[src/hw/rtl/heel_strike_detector_top_defines.svh]
// assertion macros shared by the heel strike detector
`ifndef HEEL_STRIKE_DETECTOR_TOP_DEFINES_SVH
`define HEEL_STRIKE_DETECTOR_TOP_DEFINES_SVH

// same-cycle implication, checked on clk while out of reset
`define HSD_ASSERT_NOW(label, ante, cons, msg) \
    label: assert property (@(posedge clk) disable iff (!rst_n) (ante) |-> (cons)) \
        else $error(msg);

// next-cycle implication, checked on clk while out of reset
`define HSD_ASSERT_NEXT(label, ante, cons, msg) \
    label: assert property (@(posedge clk) disable iff (!rst_n) (ante) |=> (cons)) \
        else $error(msg);

`endif

[src/hw/rtl/hsd_pkg.sv]
`default_nettype none

package hsd_pkg;

    localparam int SAMPLE_W  = 16;
    localparam int TIME_W    = 32;
    localparam int COUNT_W   = 16;
    localparam int CFG_IDX_W = 2;

    // register indexes of the configuration port
    localparam logic [CFG_IDX_W-1:0] REG_ACCEL_X_BASELINE = 2'd0;
    localparam logic [CFG_IDX_W-1:0] REG_ACCEL_Z_BASELINE = 2'd1;
    localparam logic [CFG_IDX_W-1:0] REG_GYRO_Y_BASELINE  = 2'd2;

    localparam logic signed [SAMPLE_W-1:0] ACCEL_X_BASELINE_RESET = -16'sd3800;
    localparam logic [COUNT_W-1:0]         COUNT_MAX = '1;

    // one held minimum of a channel
    typedef struct packed {
        logic                       valid;
        logic signed [SAMPLE_W-1:0] value;
    } hsd_min_t;

endpackage

`default_nettype wire

[src/hw/rtl/hsd_min_track.sv]
`default_nettype none

module hsd_min_track (
    input  wire logic                                enable,
    input  wire logic signed [hsd_pkg::SAMPLE_W-1:0] cur,
    input  wire logic signed [hsd_pkg::SAMPLE_W-1:0] prev,
    input  wire logic signed [hsd_pkg::SAMPLE_W-1:0] base,
    input  wire hsd_pkg::hsd_min_t                   held,
    output hsd_pkg::hsd_min_t                        updated,
    output logic                                     recorded
);
    import hsd_pkg::*;

    logic rise_below;
    logic deeper;

    // previous sample is a local minimum below baseline
    assign rise_below = (cur > prev) && (cur < base);
    assign deeper     = !held.valid || (prev < $signed(held.value));
    assign recorded   = enable && rise_below && deeper;

    always_comb
    begin
        updated = held;
        if (recorded)
        begin
            updated.valid = 1'b1;
            updated.value = prev;
        end
    end

endmodule

`default_nettype wire

[src/hw/rtl/heel_strike_detector_top.sv]
// channel     | direction | handshake               | payload
// input       | in        | in_valid / in_ready     | accel_x, accel_z, gyro_y, sample_time
// result      | out       | out_valid / out_ready   | strike, strike_time, strike_total
// config      | in        | cfg_write (no wait)     | cfg_index, cfg_data
//
// one transaction per cycle sustained unless out_ready stalls the result register
// the input register feeds one pass of compare logic that updates the tracking
// state and loads the result register in the same edge
// the input side keeps accepting while a result waits, until both registers are full
// async active-low reset: baselines to defaults, minima empty, detection armed
`default_nettype none

module heel_strike_detector_top (
    input  wire logic                                 clk,
    input  wire logic                                 rst_n,
    // input samples
    input  wire logic                                 in_valid,
    output logic                                      in_ready,
    input  wire logic signed [hsd_pkg::SAMPLE_W-1:0]  accel_x,
    input  wire logic signed [hsd_pkg::SAMPLE_W-1:0]  accel_z,
    input  wire logic signed [hsd_pkg::SAMPLE_W-1:0]  gyro_y,
    input  wire logic        [hsd_pkg::TIME_W-1:0]    sample_time,
    // results
    output logic                                      out_valid,
    input  wire logic                                 out_ready,
    output logic                                      strike,
    output logic             [hsd_pkg::TIME_W-1:0]    strike_time,
    output logic             [hsd_pkg::COUNT_W-1:0]   strike_total,
    // configuration writes
    input  wire logic                                 cfg_write,
    input  wire logic        [hsd_pkg::CFG_IDX_W-1:0] cfg_index,
    input  wire logic        [hsd_pkg::SAMPLE_W-1:0]  cfg_data
);
    import hsd_pkg::*;

    // baselines
    logic signed [SAMPLE_W-1:0] ax_base_reg;
    logic signed [SAMPLE_W-1:0] az_base_reg;
    logic signed [SAMPLE_W-1:0] gy_base_reg;

    // input register
    logic                       s1_valid_reg;
    logic signed [SAMPLE_W-1:0] ax_in_reg;
    logic signed [SAMPLE_W-1:0] az_in_reg;
    logic signed [SAMPLE_W-1:0] gy_in_reg;
    logic        [TIME_W-1:0]   time_in_reg;

    // tracking state
    logic                       have_prev_reg;
    logic signed [SAMPLE_W-1:0] prev_ax_reg;
    logic signed [SAMPLE_W-1:0] prev_az_reg;
    logic signed [SAMPLE_W-1:0] prev_gy_reg;
    hsd_min_t                   min_ax_reg;
    hsd_min_t                   min_az_reg;
    hsd_min_t                   min_gy_reg;
    logic                       armed_reg;
    logic        [COUNT_W-1:0]  count_reg;

    // result register
    logic                       out_valid_reg;
    logic                       strike_reg;
    logic        [TIME_W-1:0]   strike_time_reg;
    logic        [COUNT_W-1:0]  strike_total_reg;

    // next values
    hsd_min_t                   min_ax_next;
    hsd_min_t                   min_az_next;
    hsd_min_t                   min_gy_next;
    hsd_min_t                   min_ax_trk;
    hsd_min_t                   min_az_trk;
    hsd_min_t                   min_gy_trk;
    logic                       armed_next;
    logic        [COUNT_W-1:0]  count_next;
    logic                       gy_recorded;
    logic                       ax_recorded;
    logic                       az_recorded;
    logic                       armed_now;
    logic                       hit;
    logic                       advance;
    logic                       accept;

    // the transaction in the input register moves on when the result slot frees up
    assign advance  = s1_valid_reg && (!out_valid_reg || out_ready);
    assign in_ready = !s1_valid_reg || advance;
    assign accept   = in_valid && in_ready;

    // per-channel minimum tracking; the first sample only primes the previous values
    hsd_min_track u_trk_gy (
        .enable   (have_prev_reg),
        .cur      (gy_in_reg),
        .prev     (prev_gy_reg),
        .base     (gy_base_reg),
        .held     (min_gy_reg),
        .updated  (min_gy_trk),
        .recorded (gy_recorded)
    );

    hsd_min_track u_trk_az (
        .enable   (have_prev_reg),
        .cur      (az_in_reg),
        .prev     (prev_az_reg),
        .base     (az_base_reg),
        .held     (min_az_reg),
        .updated  (min_az_trk),
        .recorded (az_recorded)
    );

    hsd_min_track u_trk_ax (
        .enable   (have_prev_reg),
        .cur      (ax_in_reg),
        .prev     (prev_ax_reg),
        .base     (ax_base_reg),
        .held     (min_ax_reg),
        .updated  (min_ax_trk),
        .recorded (ax_recorded)
    );

    // a new gyro minimum re-arms detection before the strike check
    assign armed_now = armed_reg || gy_recorded;
    assign hit = have_prev_reg && armed_now
                 && min_gy_trk.valid && min_az_trk.valid && min_ax_trk.valid;

    always_comb
    begin
        min_ax_next = min_ax_trk;
        min_az_next = min_az_trk;
        min_gy_next = min_gy_trk;
        armed_next  = armed_now;
        count_next  = count_reg;
        if (hit)
        begin
            // strike: drop all minima and disarm until the next gyro minimum
            min_ax_next = '0;
            min_az_next = '0;
            min_gy_next = '0;
            armed_next  = 1'b0;
            if (count_reg != COUNT_MAX)
            begin
                count_next = count_reg + COUNT_W'(1);
            end
        end
    end

    // control and tracking state
    always_ff @(posedge clk or negedge rst_n)
    begin
        if (!rst_n)
        begin
            ax_base_reg   <= ACCEL_X_BASELINE_RESET;
            az_base_reg   <= '0;
            gy_base_reg   <= '0;
            s1_valid_reg  <= 1'b0;
            out_valid_reg <= 1'b0;
            have_prev_reg <= 1'b0;
            prev_ax_reg   <= '0;
            prev_az_reg   <= '0;
            prev_gy_reg   <= '0;
            min_ax_reg    <= '0;
            min_az_reg    <= '0;
            min_gy_reg    <= '0;
            armed_reg     <= 1'b1;
            count_reg     <= '0;
        end
        else
        begin
            if (cfg_write)
            begin
                case (cfg_index)
                    REG_ACCEL_X_BASELINE: ax_base_reg <= $signed(cfg_data);
                    REG_ACCEL_Z_BASELINE: az_base_reg <= $signed(cfg_data);
                    REG_GYRO_Y_BASELINE:  gy_base_reg <= $signed(cfg_data);
                    default:              ;
                endcase
            end

            if (accept)
            begin
                s1_valid_reg <= 1'b1;
            end
            else if (advance)
            begin
                s1_valid_reg <= 1'b0;
            end

            if (advance)
            begin
                out_valid_reg <= 1'b1;
            end
            else if (out_ready)
            begin
                out_valid_reg <= 1'b0;
            end

            if (advance)
            begin
                have_prev_reg <= 1'b1;
                prev_ax_reg   <= ax_in_reg;
                prev_az_reg   <= az_in_reg;
                prev_gy_reg   <= gy_in_reg;
                min_ax_reg    <= min_ax_next;
                min_az_reg    <= min_az_next;
                min_gy_reg    <= min_gy_next;
                armed_reg     <= armed_next;
                count_reg     <= count_next;
            end
        end
    end

    // payload registers
    always_ff @(posedge clk)
    begin
        if (accept)
        begin
            ax_in_reg   <= accel_x;
            az_in_reg   <= accel_z;
            gy_in_reg   <= gyro_y;
            time_in_reg <= sample_time;
        end
        if (advance)
        begin
            strike_reg       <= hit;
            strike_time_reg  <= hit ? time_in_reg : '0;
            strike_total_reg <= count_next;
        end
    end

    assign out_valid    = out_valid_reg;
    assign strike       = strike_reg;
    assign strike_time  = strike_time_reg;
    assign strike_total = strike_total_reg;

    `include "heel_strike_detector_top_defines.svh"

    // a strike leaves no minimum held and detection disarmed
    `HSD_ASSERT_NEXT(a_strike_clears, advance && hit, !min_ax_reg.valid && !min_az_reg.valid && !min_gy_reg.valid && !armed_reg, "minima not cleared after strike")
    // counter steps by one on a strike below saturation
    `HSD_ASSERT_NEXT(a_count_step, advance && hit && (count_reg != COUNT_MAX), count_reg == $past(count_reg) + COUNT_W'(1), "strike counter did not step")
    // an empty result slot never blocks the input side
    `HSD_ASSERT_NOW(a_ready_when_empty, !out_valid_reg, in_ready, "input stalled with result slot empty")
    // a reported strike has been counted
    `HSD_ASSERT_NOW(a_strike_counted, out_valid_reg && strike_reg, strike_total_reg != '0, "strike reported with zero total")

endmodule

`default_nettype wire

[config.mk]
export PLATFORM = sky130hd
export DESIGN_NAME = heel_strike_detector_top
export DESIGN_NICKNAME = d
export VERILOG_FILES = /design/src/hw/rtl/hsd_pkg.sv /design/src/hw/rtl/hsd_min_track.sv /design/src/hw/rtl/heel_strike_detector_top.sv
export VERILOG_INCLUDE_DIRS = /design/src /design/src/hw/rtl
export SDC_FILE = /design/constraint.sdc
export NUM_CORES = 1
export LEC_CHECK = 0
export BUFFER_PORTS_ARGS = -buffer_cell sky130_fd_sc_hd__buf_2
export CORE_UTILIZATION = 40
export DETAILED_ROUTE_END_ITERATION = 6
export GPL_ROUTABILITY_DRIVEN = 0
export SLEW_MARGIN = 20
export SYNTH_ARGS = -nofsm -noshare
export SYNTH_HDL_FRONTEND = slang
export SYNTH_SLANG_ARGS = --single-unit
[constraint.sdc]
create_clock -name clk -period 5.8 [get_ports clk]
set_input_delay 1.16 -clock clk [delete_from_list [all_inputs] [get_ports clk]]
set_output_delay 1.16 -clock clk [all_outputs]
set_load 0.03 [all_outputs]
==> flow_summary_export.csv, run 1 <==
group,metric,value,unit
status,outcome,"complete, no violations",
clocking,tritoncts,"yes",
logic_synthesis,synth-edff-count,129,
detailed_routing,first_iter_violations,489,
timing,timing.max_slew.rel_slack,40.3,%
detailed_routing,detail_route.wl_per_cell,16.2,um
pwr,p_per_area,381,nW/um^2
pwr,worst_ir_drop_vdd,0.208,mV
worst_setup_path,cp.arrival,4.49,ns
worst_setup_path,worst_path_most_repeated_cell,"sky130_fd_sc_hd__mux2_2",
die,pin_count,154,
placed_design,port_buffers,153,
die,placeableCoreArea,29900,sq um
die,initial_utilization,41.0,%
clocking,cts_setup_buffers,0,
detailed_routing,drt_drc_violations_left,0,
placed_design,dp_slack,1.67,ns
clocking,clockBufferDepth,3,
worst_setup_path,timing_worst_setup_path_type,"register to register",
logic_synthesis,cells_after_synthesis,1004,
worst_setup_path,setup.reg_to_reg.worst_slack,1.62,ns
clocking,postCtsResizedCells,0,
flow_run,max_cap_viol_count,0,
timing,setup_repair_after_global_routing_missed_its_margin,"no",
logic_synthesis,synth_area_per_cell,12.2,sq um
timing,max_freq,0.239,GHz
final_layout,nNetsFinal,1377,
clocking,ctsHoldBuffers,0,
detailed_routing,postRouteWirelength,25.6,mm
pwr,p_leak,0.00648,uW
logic_synthesis,netlist_area_before_placement,12300,sq um
timing,final-max-slew-violation-count,0,
logic_synthesis,synth_area_in_simple_gates,10.0,%
timing,finalCriticalPeriod,4.18,ns
logic_synthesis,synthesis.yosys.warnings,0,
logic_synthesis,syn_nets,1216,
logic_synthesis,synth_flop_cell,"sky130_fd_sc_hd__edfxtp_1",
worst_setup_path,critical_path_capture_point_type,"register",
grt,grt_antenna_before_repair,0,
detailed_routing,viasPerCell,4.94,
worst_setup_path,critPathSlowestCell,"sky130_fd_sc_hd__o211a_2",
placed_design,post-place-cells,1523,
placed_design,dp_hpwl,18.2,mm
worst_setup_path,slowest_delay,0.83,ns
logic_synthesis,post_synth_num_cell_types,57,
clocking,worst_skew_pair.late_latency,0.56,ns
grt,globalRouteOverflowTotal,0,
hold_path,min_path_type,"register to register",
die,fp.dieW,177,um
clocking,cts.reportedPaths.clkPinSlew,0.06,ns
final_layout,post_layout_nonfiller_instances,1579,
die,die_y,177,um
clocking,numCtsBuffers,30,
timing,max_clock_skew,0.0128,ns
timing,tightest_slew,0.895,ns
worst_setup_path,crit_fanout,44,
logic_synthesis,async_reset_ff_share,51.1,%
logic_synthesis,synth.yosys.seq_area_share,59.2,%
grt,total_grt_usage,16.9,%
detailed_routing,postRouteAntennaNets,0,
final_layout,finish.utilization,48.4,%
final_layout,design_area,14500,sq um
detailed_routing,number_of_iterations_in_the_first_detailed_routing_pass,4,
clocking,cts.sinks,264,
worst_setup_path,cell_by_cell_listing_of_the_critical_path,"ha_1 > a211o_1 > a31oi_1 > o31ai_1 > a2111oi_1 > mux2_2 > o31ai_2 > o211a_2 > and2_1 > mux2_2",
timing,hold_violations,0,
worst_setup_path,setup.worst_path.start_class,"register",
logic_synthesis,synth.mux.area_fraction,3.96,%
logic_synthesis,synthAdderAreaFrac,11.1,%
timing,fin_tns_setup,0,ns
final_layout,final_layout_size_suffix_gt1_share,22.5,%
final_layout,layout.filler_cells,2684,
placed_design,placedInstanceArea,13400,sq um
logic_synthesis,largest_family_of_logic_cells_by_synthesized_area,"adder cells",
timing,finalWorstSetupSlack,1.62,ns
timing,setup_viol,0,
grt,grt_start_max_net_pins,95,
final_layout,diodes,0,
final_layout,syn_to_final_growth,18.0,%
logic_synthesis,synth_compound_area_share,9.49,%
clocking,clock-root-buffer,"sky130_fd_sc_hd__clkbuf_16",
worst_setup_path,cp_data_required_time,6.10,ns
logic_synthesis,post_synth_xor_area_fraction,1.50,%
timing,finalCritPeriodShare,72.1,%
grt,first_global_vias,7890,
logic_synthesis,synth_register_bits,264,
grt,grt_pass1_wl,41.5,mm
clocking,number_of_h_tree_branching_levels,1,
die,std_cell_rows,63,
detailed_routing,detailroute.via_count,7794,
die,floorplan.die_area,31400,sq um
[critical path: cells and delay by family (launching register included)]
family	cells	cell delay (ns)
AND/OR/NAND/NOR	1	0.29
adder cells (fa/ha/maj)	1	0.31
AO/OA/AOI/OAI	6	2.14
flip-flops	1	0.41
multiplexers	2	0.76
[layout by cell type, fill, tap and decap left out, types with 3 or more instances in the layout]
cell	instances
sky130_fd_sc_hd__buf_2	152
sky130_fd_sc_hd__nand3_1	30
sky130_fd_sc_hd__nor2_1	15
sky130_fd_sc_hd__and2_1	34
sky130_fd_sc_hd__mux2_1	4
sky130_fd_sc_hd__a31oi_1	7
sky130_fd_sc_hd__and3_1	16
sky130_fd_sc_hd__edfxtp_1	129
sky130_fd_sc_hd__nand2_1	91
sky130_fd_sc_hd__nand4_1	17
sky130_fd_sc_hd__dfrtp_1	127
sky130_fd_sc_hd__mux2_2	36
sky130_fd_sc_hd__o22ai_1	3
sky130_fd_sc_hd__nor3_1	4
sky130_fd_sc_hd__xor2_1	3
sky130_fd_sc_hd__o21a_1	6
sky130_fd_sc_hd__a211o_1	7
sky130_fd_sc_hd__buf_4	6
sky130_fd_sc_hd__o21ai_0	74
sky130_fd_sc_hd__nand2b_1	12
sky130_fd_sc_hd__o211ai_1	5
sky130_fd_sc_hd__ha_1	109
sky130_fd_sc_hd__o31ai_1	3
sky130_fd_sc_hd__a21oi_1	35
sky130_fd_sc_hd__a211oi_1	5
sky130_fd_sc_hd__clkbuf_16	34
sky130_fd_sc_hd__inv_1	113
sky130_fd_sc_hd__xnor2_1	18
sky130_fd_sc_hd__dfstp_2	8
sky130_fd_sc_hd__clkinv_2	6
sky130_fd_sc_hd__a22o_1	16
sky130_fd_sc_hd__nand3b_1	4
sky130_fd_sc_hd__a21o_1	8
sky130_fd_sc_hd__nor2b_1	3
sky130_fd_sc_hd__clkbuf_1	5
sky130_fd_sc_hd__clkinv_1	5
[layer usage]
| layer | GRT usage, % | share of wire, % | up-vias |
|---|---|---|---|
| met4 | 4.24 | 1.6 | 0 |
| met1 | 22.1 | 44 | 3756 |
| li1 | - | - | 3883 |
| met5 | 0 | 0 | - |
| met3 | 2.41 | 4.3 | 30 |
| met2 | 29.2 | 50 | 125 |
[worst paths after layout]
| kind | from | to | cells after the start |
|---|---|---|---|
| worst max-delay path | az_in_reg[2]$_DFFE_PP_ | strike_total[1]$_DFFE_PP_ | 10 |
| worst min-delay path | s1_valid_reg$_DFFE_PN0P_ | out_valid$_DFFE_PN0P_ | 1 |
| worst max register to register | az_in_reg[2]$_DFFE_PP_ | strike_total[1]$_DFFE_PP_ | 10 |
| worst min register to register | s1_valid_reg$_DFFE_PN0P_ | out_valid$_DFFE_PN0P_ | 1 |
| max in group asynchronous | rst_n | ax_base_reg[15]$_DFFE_PN1P_ | 2 |
| min in group asynchronous | rst_n | prev_az_reg[4]$_DFFE_PN0P_ | 1 |
[cell type report]
class / count / area [sq um] / area share, %
Clock buffer: 41 / 897 / 6.20
Tap cell: 390 / 488 / 3.37
Multi-Input combinational cell: 596 / 4440 / 30.7
Inverter: 114 / 430 / 2.97
Clock inverter: 15 / 134 / 0.925
Timing Repair Buffer: 159 / 817 / 5.65
Sequential cell: 264 / 7260 / 50.2
[cell families (layout without fill, tap and decap cells)]
group,Yosys count,count (layout)
flops,264,264
simple gates,241,241
compound gates,182,182
buf+inv,144,329
fa+ha+maj,109,109
mux,43,43
xor+xnor,21,21
[where the power goes]
part	total [uW]	leakage, uW	switching [uW]	internal, uW
Combinational	1150	0.00306	688	466
Clock	1930	0.000510	763	1170
Sequential	2420	0.00291	142	2280
Total	5510	0.00648	1590	3920
[cells in the mapped netlist (3+ instances only)]
cell | number | area (sq um)
sky130_fd_sc_hd__a22o_1 | 16 | 140
sky130_fd_sc_hd__nand4_1 | 17 | 106
sky130_fd_sc_hd__o21a_1 | 6 | 45.0
sky130_fd_sc_hd__a31oi_1 | 8 | 50.1
sky130_fd_sc_hd__buf_2 | 7 | 35.0
sky130_fd_sc_hd__edfxtp_1 | 129 | 3870
sky130_fd_sc_hd__nor2_1 | 15 | 56.3
sky130_fd_sc_hd__a21o_1 | 8 | 60.1
sky130_fd_sc_hd__mux2_1 | 4 | 45.0
sky130_fd_sc_hd__and2_1 | 35 | 219
sky130_fd_sc_hd__nand3b_1 | 4 | 30.0
sky130_fd_sc_hd__dfstp_2 | 8 | 210
sky130_fd_sc_hd__nor3_1 | 4 | 20.0
sky130_fd_sc_hd__nand2b_1 | 12 | 75.1
sky130_fd_sc_hd__o22ai_1 | 3 | 18.8
sky130_fd_sc_hd__ha_1 | 109 | 1360
sky130_fd_sc_hd__dfrtp_1 | 127 | 3180
sky130_fd_sc_hd__nand2_1 | 91 | 342
sky130_fd_sc_hd__xnor2_1 | 18 | 158
sky130_fd_sc_hd__a21oi_1 | 35 | 175
sky130_fd_sc_hd__buf_1 | 4 | 15.0
sky130_fd_sc_hd__xor2_1 | 3 | 26.3
sky130_fd_sc_hd__and3_1 | 16 | 100
sky130_fd_sc_hd__inv_1 | 114 | 428
sky130_fd_sc_hd__nand3_1 | 30 | 150
sky130_fd_sc_hd__buf_6 | 3 | 33.8
sky130_fd_sc_hd__a211oi_1 | 5 | 37.5
sky130_fd_sc_hd__mux2_2 | 36 | 405
sky130_fd_sc_hd__o31ai_1 | 3 | 22.5
sky130_fd_sc_hd__o211ai_1 | 5 | 37.5
sky130_fd_sc_hd__nor2b_1 | 4 | 25.0
sky130_fd_sc_hd__a211o_1 | 7 | 61.3
sky130_fd_sc_hd__clkbuf_1 | 14 | 52.6
sky130_fd_sc_hd__o21ai_0 | 74 | 370
[through the flow]
stage	hold WS, ns	total power, uW
6_report	0.499	5510
4_1_cts	0.501	5580
3_5_place_dp	0.488	3620
3_3_place_gp	0.473	3590
2_1_floorplan	0.454	3290
5_1_grt	0.520	5830
Power figures use the tool's default switching activity.
==> run 2, diff against run 1 <==
==> constraint.sdc (replaced) <==
create_clock -name clk -period 3.8 [get_ports clk]
set_input_delay 0.76 -clock clk [delete_from_list [all_inputs] [get_ports clk]]
set_output_delay 0.76 -clock clk [all_outputs]
set_load 0.03 [all_outputs]
==> run 2 against run 1 <==
Via count is essentially flat. Core utilization fell by 0.10 points. Register-to-register slack got worse by 1.4 ns. Global-route usage is 0.50 points lower. Sequential share of layout area rose by 0.11 points. First-iteration DRC count fell by 8.4%. Final cell count rose by 0.38%. Critical path depth is the same. Sequential cell count unchanged. Combinational power rose by 57%. Largest power group unchanged.
==> flow_summary_export.csv, run 2 (same netlist as run 1, synthesis figures left out) <==
group,metric,value,unit
timing,tightest_slew,0.881,ns
flow_run,max_cap_viol_count,0,
pwr,worst_ir_drop_vdd,0.309,mV
final_layout,syn_to_final_growth,17.8,%
detailed_routing,detail_route.wl_per_cell,16.0,um
grt,grt_start_max_net_pins,104,
detailed_routing,detailroute.via_count,7795,
clocking,cts.sinks,264,
timing,max_freq,0.278,GHz
detailed_routing,number_of_iterations_in_the_first_detailed_routing_pass,4,
detailed_routing,first_iter_violations,448,
grt,first_global_vias,7675,
timing,finalCriticalPeriod,3.60,ns
worst_setup_path,timing.critical_path.max_delay_family,"compound AO/OA/AOI/OAI gates",
die,pin_count,154,
die,die_y,177,um
final_layout,area_taken_by_flip_flops_and_latches,7260,sq um
final_layout,commonest_non_fill_non_tap_cell_in_the_layout,"sky130_fd_sc_hd__buf_2",
worst_setup_path,worst_path_most_repeated_cell,"sky130_fd_sc_hd__mux2_2",
worst_setup_path,critical_path_capture_point_type,"register",
clocking,number_of_h_tree_branching_levels,1,
worst_setup_path,cp_data_required_time,4.07,ns
clocking,cts_setup_buffers,0,
timing,setup_viol,0,
timing,hold_violations,0,
timing,post_route_worst_hold_slack,0.0915,ns
worst_setup_path,cell_by_cell_listing_of_the_critical_path,"ha_1 > a211o_1 > a31oi_1 > o31ai_1 > a2111oi_1 > mux2_2 > o31ai_2 > o211a_4 > and2_1 > mux2_2",
worst_setup_path,crit_buf_inv,0,
final_layout,layout.filler_cells,2680,
detailed_routing,postRouteAntennaNets,0,
worst_setup_path,cells_on_worst_reg2reg_path,10,
worst_setup_path,setup.reg_to_reg.worst_slack,0.20,ns
worst_setup_path,crit_fanout,8,
final_layout,diodes,0,
timing,max_clock_skew,0.0171,ns
die,fp.dieW,177,um
die,initial_utilization,41.0,%
clocking,clockBufferDepth,3,
clocking,tritoncts,"yes",
clocking,cts.reportedPaths.clkPinSlew,0.06,ns
worst_setup_path,critPathSlowestCell,"sky130_fd_sc_hd__a2111oi_1",
worst_setup_path,setup.worst_path.start_class,"register",
worst_setup_path,r2r_end,"strike_total[1]$_DFFE_PP_",
grt,grt_antenna_before_repair,0,
placed_design,dp_hpwl,17.9,mm
clocking,clock-root-buffer,"sky130_fd_sc_hd__clkbuf_16",
die,placeableCoreArea,29900,sq um
timing,finalCritPeriodShare,94.7,%
grt,total_grt_usage,16.4,%
worst_setup_path,cp.arrival,3.87,ns
detailed_routing,drt_drc_violations_left,0,
final_layout,layout.cells.most_common_list,"152 x sky130_fd_sc_hd__buf_2, 129 x sky130_fd_sc_hd__edfxtp_1, 127 x sky130_fd_sc_hd__dfrtp_1",
die,std_cell_rows,63,
detailed_routing,postRouteWirelength,25.3,mm
timing,setup_repair_after_global_routing_missed_its_margin,"no",
hold_path,min_path_type,"primary input to async pin",
status,outcome,"complete, no violations",
detailed_routing,viasPerCell,4.92,
timing,timing.max_slew.rel_slack,41.1,%
die,floorplan.die_area,31400,sq um
timing,final-max-slew-violation-count,0,
pwr,p_leak,0.00647,uW
final_layout,nNetsFinal,1385,
worst_setup_path,slowest_delay,0.43,ns
worst_setup_path,critical_path.reg2reg.startpoint,"az_in_reg[2]$_DFFE_PP_",
final_layout,multi_input_area,4440,sq um
grt,globalRouteOverflowTotal,0,
grt,grt_pass1_wl,40.4,mm
clocking,numCtsBuffers,29,
final_layout,final_layout_size_suffix_gt1_share,22.3,%
placed_design,port_buffers,153,
pwr,p_per_area,564,nW/um^2
timing,fin_tns_setup,0,ns
clocking,worst_skew_pair.late_latency,0.54,ns
worst_setup_path,timing_worst_setup_path_type,"register to register",
## run 2: cell types whose count changed in the layout (fill, tap and decap cells not counted)
cell | previous run | this run
sky130_fd_sc_hd__a31oi_2 | 1 | 0
sky130_fd_sc_hd__buf_4 | 6 | 12
sky130_fd_sc_hd__clkinv_4 | 1 | 0
sky130_fd_sc_hd__clkinv_8 | 1 | 0
sky130_fd_sc_hd__o211a_2 | 1 | 0
sky130_fd_sc_hd__clkbuf_16 | 34 | 29
sky130_fd_sc_hd__a31oi_1 | 7 | 8
sky130_fd_sc_hd__clkbuf_8 | 2 | 1
sky130_fd_sc_hd__clkbuf_1 | 5 | 8
sky130_fd_sc_hd__buf_16 | 0 | 1
sky130_fd_sc_hd__o211a_4 | 0 | 1
sky130_fd_sc_hd__buf_12 | 0 | 2
sky130_fd_sc_hd__clkinv_1 | 5 | 7
## run 2: per-stage QoR
stage	setup WS [ns]	util, %	instances	total power, uW	cell area, sq um
3_5_place_dp	0.174	45.2	1531	5550	13500
5_1_grt	0.0415	48.3	1585	8620	14400
3_3_place_gp	0.263	45.2	1531	5500	13500
6_report	0.201	48.3	1585	8140	14400
2_1_floorplan	0.107	-	1004	5020	12300
4_1_cts	0.0586	48.2	1584	8230	14400
## run 2: how the worst max path moves through the flow
stage / startpoint / end / depth (start not counted)
global placement: ax_base_reg[5]$_DFFE_PN1P_ / min_gy_reg[11]$_DFFE_PN0P_ / 11
floorplan: out_ready / strike$_DFFE_PP_ / 7
global route: az_in_reg[2]$_DFFE_PP_ / strike_total[1]$_DFFE_PP_ / 10
detailed placement: ax_base_reg[5]$_DFFE_PN1P_ / min_gy_reg[15]$_DFFE_PN0P_ / 11
CTS: ax_base_reg[5]$_DFFE_PN1P_ / min_gy_reg[8]$_DFFE_PN0P_ / 11
finish: az_in_reg[2]$_DFFE_PP_ / strike_total[1]$_DFFE_PP_ / 10
## run 2: layer usage
layer  track usage [%]  share of wire, %  vias up
li1                  -                 -     3894
met4              3.99               1.9        0
met2              27.8                49      128
met3              2.43               3.6       38
met1              21.9                46     3735
met5                 0                 0        -
## run 2: cell type report
type                            count  share of cell area, %
Timing Repair Buffer              168                   6.44
Tap cell                          390                   3.38
Sequential cell                   264                   50.3
Clock inverter                     15                  0.806
Inverter                          114                   2.98
Multi-Input combinational cell    596                   30.8
Clock buffer                       38                   5.33
## run 2: worst reg2reg max path, delay by kind of cell, from the launching register on
kind | cells | cell delay [ns]
AO/OA/AOI/OAI | 6 | 1.63
multiplexers | 2 | 0.76
flip-flops | 1 | 0.41
adder cells (fa/ha/maj) | 1 | 0.31
AND/OR/NAND/NOR | 1 | 0.21
## run 2: repair_timing
item,in CTS,in global routing
hold buffers,0,0
endpoints found under the setup margin,0,5
gates resized for setup,0,1
## run 2: where the power goes
part / internal, uW / switching [uW]
clock: 1550 / 1090
combinational: 744 / 1060
sequential: 3480 / 216
total: 5770 / 2370
==> run 3, diff against run 2 <==
--- a/config.mk
+++ b/config.mk
@@ -10,6 +10,7 @@
 export CORE_UTILIZATION = 40
 export DETAILED_ROUTE_END_ITERATION = 6
 export GPL_ROUTABILITY_DRIVEN = 0
+export HOLD_SLACK_MARGIN = 0.06
 export SLEW_MARGIN = 20
 export SYNTH_ARGS = -nofsm -noshare
 export SYNTH_HDL_FRONTEND = slang
==> constraint.sdc (replaced) <==
create_clock -name clk -period 4.35 [get_ports clk]
set_input_delay 0.87 -clock clk [delete_from_list [all_inputs] [get_ports clk]]
set_output_delay 0.87 -clock clk [all_outputs]
set_load 0.03 [all_outputs]
==> run 3 against run 2 <==
Clock skew down 0.0060 ns. Largest cell class unchanged. Clock power is 6% lower. Maximum frequency down 5.3%. Design area barely moved. Sequential power down 13%.
==> flow_summary_export.csv, run 3 (same netlist as run 1, synthesis figures left out) <==
group,metric,value,unit
status,outcome,"complete, no violations",
grt,grt_antenna_before_repair,0,
clocking,clockBufferDepth,3,
worst_setup_path,cp-endpoint,"strike_total[1]$_DFFE_PP_",
pwr,p_leak,0.00647,uW
timing,setup_repair_after_global_routing_missed_its_margin,"no",
die,std_cell_rows,63,
final_layout,area_taken_by_flip_flops_and_latches,7260,sq um
worst_setup_path,setup.reg_to_reg.worst_slack,0.55,ns
clocking,tritoncts,"yes",
clocking,cts.reportedPaths.clkPinSlew,0.06,ns
die,fp.dieW,177,um
die,die_y,177,um
placed_design,dp_hpwl,18.1,mm
timing,final-max-slew-violation-count,0,
pwr,worst_ir_drop_vdd,0.300,mV
worst_setup_path,critical_path.reg2reg.startpoint,"az_in_reg[2]$_DFFE_PP_",
final_layout,syn_to_final_growth,17.8,%
final_layout,layout.cells.most_common_list,"152 x sky130_fd_sc_hd__buf_2, 129 x sky130_fd_sc_hd__edfxtp_1, 127 x sky130_fd_sc_hd__dfrtp_1",
timing,finalCriticalPeriod,3.80,ns
final_layout,nNetsFinal,1382,
hold_path,min_path_type,"primary input to async pin",
die,pin_count,154,
timing,finalWorstSetupSlack,0.549,ns
detailed_routing,viasPerCell,4.91,
clocking,number_of_h_tree_branching_levels,1,
pwr,final_total_power,7250,uW
timing,tightest_slew,0.953,ns
clocking,ctsHoldBuffers,0,
final_layout,layout.filler_cells,2685,
final_layout,multi_input_area,4430,sq um
worst_setup_path,cp_data_required_time,4.65,ns
timing,setup_viol,0,
detailed_routing,first_iter_violations,392,
worst_setup_path,setup.worst_path.start_class,"register",
detailed_routing,dr_wl_met2,12.5,mm
placed_design,dp_slack,0.600,ns
worst_setup_path,timing_worst_setup_path_type,"register to register",
clocking,cts_setup_buffers,0,
detailed_routing,postRouteAntennaNets,0,
detailed_routing,detail_route.wl_per_cell,16.1,um
final_layout,finish.utilization,48.3,%
die,floorplan.die_area,31400,sq um
clocking,numCtsBuffers,29,
die,placeableCoreArea,29900,sq um
clocking,clock-root-buffer,"sky130_fd_sc_hd__clkbuf_16",
clocking,cts.sinks,264,
detailed_routing,number_of_iterations_in_the_first_detailed_routing_pass,4,
grt,globalRouteOverflowTotal,0,
grt,total_grt_usage,16.5,%
placed_design,port_buffers,153,
timing,finalCritPeriodShare,87.4,%
flow_run,max_cap_viol_count,0,
detailed_routing,met1_wl,11.6,mm
placed_design,placedInstanceArea,13500,sq um
detailed_routing,routed.top_layer,"met4",
grt,grt_start_max_net_pins,96,
die,initial_utilization,41.0,%
final_layout,final_layout_size_suffix_gt1_share,22.5,%
timing,timing.max_slew.rel_slack,36.5,%
timing,max_clock_skew,0.0111,ns
clocking,worst_skew_pair.late_latency,0.55,ns
detailed_routing,drt_drc_violations_left,0,
timing,max_freq,0.263,GHz
worst_setup_path,cells_on_worst_reg2reg_path,10,
final_layout,diodes,0,
detailed_routing,postRouteWirelength,25.4,mm
final_layout,design_area,14400,sq um
worst_setup_path,r2r_end,"strike_total[1]$_DFFE_PP_",
grt,first_global_vias,7630,
worst_setup_path,crit_fanout,17,
worst_setup_path,cp.arrival,4.10,ns
pwr,p_per_area,502,nW/um^2
clocking,postCtsResizedCells,0,
detailed_routing,routed-wl-met3,939,um
timing,hold_violations,0,
timing,fin_tns_setup,0,ns
worst_setup_path,critPathLaunch,"az_in_reg[2]$_DFFE_PP_",
final_layout,commonest_non_fill_non_tap_cell_in_the_layout,"sky130_fd_sc_hd__buf_2",
detailed_routing,detailroute.via_count,7765,
worst_setup_path,critical_path_capture_point_type,"register",
grt,grt_pass1_wl,40.4,mm
[run 3: changes by cell type in the layout (fill, tap and decap cells not counted), sizes merged]
cell      delta
inv          +1
bufinv       +1
clkinv       -7
clkinvlp     +1
clkbuf       +5
buf          -3
[run 3: area by class of cell]
cell class                      instances  share of cell area [%]
Clock buffer                           43                    5.74
Clock inverter                         11                   0.936
Inverter                              114                    2.98
Multi-Input combinational cell        596                    30.7
Sequential cell                       264                    50.3
Tap cell                              390                    3.38
Timing Repair Buffer                  165                    5.97
[run 3: worst min-delay path by stage]
stage                                    start                          to
floorplan           prev_ax_reg[0]$_DFFE_PN0P_  prev_ax_reg[0]$_DFFE_PN0P_
global placement    prev_az_reg[0]$_DFFE_PN0P_  prev_az_reg[0]$_DFFE_PN0P_
detailed placement  prev_az_reg[0]$_DFFE_PN0P_  prev_az_reg[0]$_DFFE_PN0P_
CTS                                      rst_n  ax_base_reg[4]$_DFFE_PN0P_
global route                        accel_x[8]      ax_in_reg[8]$_DFFE_PP_
finish                                   rst_n  prev_az_reg[7]$_DFFE_PN0P_
[run 3: report_power, final]
| part | switching, uW | internal [uW] | total (uW) |
|---|---|---|---|
| Sequential | 190 | 3040 | 3230 |
| Clock | 976 | 1490 | 2470 |
| Combinational | 921 | 628 | 1550 |
[run 3: per-layer routing]
layer  GRT usage [%]  vias to the layer above
li1                -                     3879
met1            22.3                     3728
met2            27.6                      121
met3            2.68                       37
met4            3.92                        0
met5               0                        -
[run 3: critical path: stages, from the launching register on]
cell and delay [ns]:
sky130_fd_sc_hd__edfxtp_1 0.42, sky130_fd_sc_hd__ha_1 0.31, sky130_fd_sc_hd__a211o_1 0.25, sky130_fd_sc_hd__a31oi_1 0.17, sky130_fd_sc_hd__o31ai_1 0.14, sky130_fd_sc_hd__a2111oi_1 0.45
sky130_fd_sc_hd__mux2_2 0.41, sky130_fd_sc_hd__o31ai_2 0.31, sky130_fd_sc_hd__o211a_2 0.49, sky130_fd_sc_hd__and2_1 0.26, sky130_fd_sc_hd__mux2_2 0.35
[run 3: through the flow]
stage / hold WS (ns) / std cells
floorplan: 0.454 / 1004
global placement: 0.471 / 1529
detailed placement: 0.487 / 1529
CTS: 0.455 / 1583
global route: 0.464 / 1583
finish: 0.423 / 1583
